[config.mk]
export PLATFORM = sky130hd
export DESIGN_NAME = lfp_back
export DESIGN_NICKNAME = d
export VERILOG_FILES = /design/src/lfp_pkg.sv /design/src/lfp_back.sv
export SDC_FILE = /design/constraint.sdc
export NUM_CORES = 2
export LEC_CHECK = 0
export BUFFER_PORTS_ARGS = -buffer_cell sky130_fd_sc_hd__buf_2
export CORE_UTILIZATION = 50
export DETAILED_ROUTE_END_ITERATION = 6
export PLACE_DENSITY = 0.67
export SLEW_MARGIN = 20
export SYNTH_ARGS = -nofsm -noshare
export SYNTH_HDL_FRONTEND = slang
export SYNTH_SLANG_ARGS = --single-unit
[constraint.sdc]
create_clock -name clk -period 26.3 [get_ports clk]
set_input_delay 1.315 -clock clk [delete_from_list [all_inputs] [get_ports clk]]
set_output_delay 1.315 -clock clk [all_outputs]
set_load 0.02 [all_outputs]
[src/lfp_pkg.sv]
// ----------------------------------------------------------------------------
// lfp_pkg: shared types and constants for lens flare placement
// Opcodes, fixed-point constants and the queue entry between front and back.
// ----------------------------------------------------------------------------
package lfp_pkg;

  localparam logic [1:0] OP_VIEW  = 2'd0;
  localparam logic [1:0] OP_PROJ  = 2'd1;
  localparam logic [1:0] OP_LIGHT = 2'd2;

  localparam logic signed [33:0] ONE_Q16  = 34'sd65536;
  localparam logic signed [33:0] HALF_Q16 = 34'sd32768;

  // one light that passed all tests, handed from front to back
  typedef struct packed {
    logic signed [33:0] sx;
    logic signed [33:0] sy;
    logic signed [33:0] dx;
    logic signed [33:0] dy;
    logic [16:0]        bright;
  } lfp_job_t;

  function automatic logic signed [31:0] sat32(input logic signed [65:0] v);
    if (v > 66'sd2147483647)       return 32'sh7fffffff;
    else if (v < -66'sd2147483648) return 32'sh80000000;
    else                           return v[31:0];
  endfunction

endpackage

[src/lfp_back.sv]
// ----------------------------------------------------------------------------
// lfp_back: flare emitter
// Steps along the centre vector and emits one beat per flare.
// ----------------------------------------------------------------------------
module lfp_back #(
  parameter int FLARE_COUNT = 15
) (
  input  logic               clk,
  input  logic               rst,
  input  logic               job_valid,
  input  lfp_pkg::lfp_job_t  job,
  output logic               job_take,
  input  logic [24:0]        spacing,
  output logic               out_valid,
  input  logic               out_stall,
  output logic [3:0]         flare_index,
  output logic signed [31:0] pos_x,
  output logic signed [31:0] pos_y,
  output logic [16:0]        brightness,
  output logic               last
);
  import lfp_pkg::*;

  localparam int IW = $clog2(FLARE_COUNT + 1);

  logic              busy;
  logic [IW-1:0]     idx;
  logic signed [65:0] accx, accy;       // d * i * spacing
  logic signed [60:0] incx, incy;
  logic signed [43:0] mul_x, mul_y;
  lfp_job_t          cur;

  assign job_take = job_valid && !busy;

  // d fits in 18 signed bits once the light is on screen
  assign mul_x = $signed(job.dx[17:0]) * $signed({1'b0, spacing});
  assign mul_y = $signed(job.dy[17:0]) * $signed({1'b0, spacing});

  always_ff @(posedge clk) begin
    if (rst) begin
      busy      <= 1'b0;
      out_valid <= 1'b0;
    end else begin
      if (job_take) begin
        cur  <= job;
        busy <= 1'b1;
        idx  <= '0;
        accx <= '0;
        accy <= '0;
        incx <= 61'(mul_x);
        incy <= 61'(mul_y);
      end
      if (busy && (!out_valid || !out_stall)) begin
        out_valid   <= 1'b1;
        flare_index <= 4'(idx);
        pos_x       <= sat32(66'(cur.sx) + (accx >>> 16));
        pos_y       <= sat32(66'(cur.sy) + (accy >>> 16));
        brightness  <= cur.bright;
        last        <= (idx == IW'(FLARE_COUNT - 1));
        accx        <= accx + 66'(incx);
        accy        <= accy + 66'(incy);
        idx         <= idx + 1'b1;
        if (idx == IW'(FLARE_COUNT - 1)) busy <= 1'b0;
      end else if (out_valid && !out_stall) begin
        out_valid <= 1'b0;
      end
    end
  end

endmodule

==> impl_metrics.ini <==
[synth]
synth.area.top_cells = fa_1 (26%), edfxtp_1 (21%), ha_1 (12%)
synth_nets = 7514
synthMuxAreaShare_pct = 0.0578
synth-async-reset-ratio_pct = 0
synth_compound_area_share_pct = 12.5
synth_top_area_share_pct = 26.3
synth_fa_ha_area_share_pct = 38.0
synth_cell_types = 100
synth_xor_area_share_pct = 4.12
ys.flop_type = edfxtp_1
ys_ff_latch = 397
synth-edff-count = 395
synth_common_cells = inv_1 (1034), fa_1 (740), nand2_1 (674)
ys_warn_count = 0
syn-mean-instance-area_um2 = 9.28
post-synth-top-count-cell = inv_1
yosys.area.top_type = fa_1
ys_seq_area_share_pct = 21.1
yosys.area_share.simple_pct = 15.3
syn-instance-count = 6066
synth_top_family_by_area = adder cells
syn_area_um2 = 56300

[die]
die_w_um = 338
dieArea_um2 = 114000
die_height_um = 338
num_rows = 122
core_area_um2 = 111000
ioPinCount = 270
floorplan.initialDensity_pct = 50.7

[sta]
slew_violations = 0
grt_setup_unrepaired = false
fmax_mhz = 120
relSlewSlack_pct = 19.7
skew_ps = 26.3
tns_ps = 0
worstMarginPinSlew_ps = 1190
setup_violations = 0
min_period_over_period_pct = 31.7
hold_viol = 0
fin_crit_ps = 8350

[layout]
finish.utilization_pct = 53.9
fin_cells = 7627
final-seq-area_um2 = 11900
drive_above_1_share_pct = 6.65
multi_input_comb_area_um2 = 39500
area_growth_pct = 6.50
fillCellCount = 10300
final_nets = 7552

[worst_setup_path]
crit_arrival_ps = 8680
startpoint_type = primary input
crit_required_ps = 26630
worstSetupPathType = primary input to register
crit_start = job[34]
reg2reg_from = accx[16]$_SDFFCE_PN0P_
crit_fanout = 17
cp-end-kind = register

[clock_network]
clock_sinks = 397
ctsHoldBuffers = 0
cts_tree = built
cts_max_path_buffers = 3
clockRootBuffer = clkbuf_16
ctsResizeCount = 0
clkSlewWorstSetupHoldPaths_ps = 60
clock_latency_ps = 600
post-cts-setup-buffer-count = 0
cts_made_buffers = 43
htree_levels = 2

[global_route]
antenna_found_initial = 7
overflow = 0
grt_pass1_vias = 42400
grt_util_all_layers_pct = 24.1
grt_max_degree = 174
grt_pass1_wl_mm = 220

[drt]
drc_errors = 0
wl_per_cell_um = 17.6
wirelength_mm = 134
drtIter0Drc = 2666
viasPerCell = 5.49
vias = 41900
dr.pass1.iters = 7
antenna_left = 0

[hold_path]
worstHoldStart = cur[11]$_DFFE_PP_
hold_path.class = register to register

[placed_design]
dp.cells = 7547
place.detailed.hpwl_mm = 104
gp_congestion = 0.907
portBuffers = 237

[run]
cap_violations = 0

[status]
run_status = finished clean
## cell type report
class	count	area share [%]
clock buffer	46	1.85
clock inverter	33	0.628
multi-input combinational	4375	65.9
inverter	1036	6.49
antenna	1	0.00417
sequential	397	19.9
timing repair buffer	251	2.18
tap	1488	3.11
## worst max-delay path, cell delays in order
cell	delay, ps
buf_2	290
clkinv_1	620
nor2_1	360
fa_1	470
fa_1	540
fa_1	520
fa_1	520
fa_1	550
inv_1	50
fa_1	530
inv_1	40
ha_1	340
a21o_1	190
a21o_1	180
a21o_1	170
a21o_1	160
a21oi_1	120
o21ai_1	130
a31oi_1	600
o211a_1	310
nor2_1	80
a311o_1	320
a21oi_1	190
xnor2_1	80
## per-stage QoR
step	instance area, um^2	hold slack [ps]	setup slack (ps)
floorplan	56300	400	17000
global placement	58500	401	17460
detailed placement	58500	405	17330
CTS	59900	413	17960
global route	59900	424	17450
finish	59900	414	17950
## cell usage in the layout (no fill, tap or decap), types with 44 or more instances in the layout
master,synthesis,layout
nand2_1,674,673
xnor2_1,167,167
nand2b_1,56,56
edfxtp_1,395,395
ha_1,526,526
o21ai_0,162,162
xor2_1,98,98
buf_2,6,237
and3_1,44,44
nand4_1,58,58
a21o_1,202,202
o21bai_1,51,51
nor3_1,47,47
nor2_1,326,324
fa_1,740,740
nand3_1,66,66
a21oi_1,306,305
clkbuf_16,0,44
and2_1,393,393
inv_1,1034,1034
## sequential cells by signal, indices dropped and copies added, names as in the netlist
name         cells
incx            44
flare_index      4
pos_y           32
idx              4
last             1
cur             85
incy            44
out_valid        1
accy            66
pos_x           32
brightness      17
accx            66
busy             1
## cells by family after synthesis
logic type,count (synthesis)
mux,3
xor+xnor,265
simple gates,1785
compound gates,1056
fa+ha+maj,1266
flops,397
buf+inv,1294
## worst paths after layout
check	end	slack [ps]	depth (start not counted)
worst max-delay path	incy[37]$_DFFE_PP_	17950	24
worst min-delay path	brightness[11]$_DFFE_PP_	410	0
worst max register to register	pos_x[11]$_SDFFCE_PN1P_	21170	14
worst min register to register	brightness[11]$_DFFE_PP_	410	0
## metal layers
layer,GRT usage (%),up-vias,wire [um]
met5,0,-,81
met4,5.26,12,2630
met3,2.66,169,7300
met2,39.3,1028,61600
met1,34.4,20800,62900
li1,-,19800,-
Power is left out: the tool's default activity adds up to more than one toggle a clock period on the data nets, which glitch-free logic cannot reach.
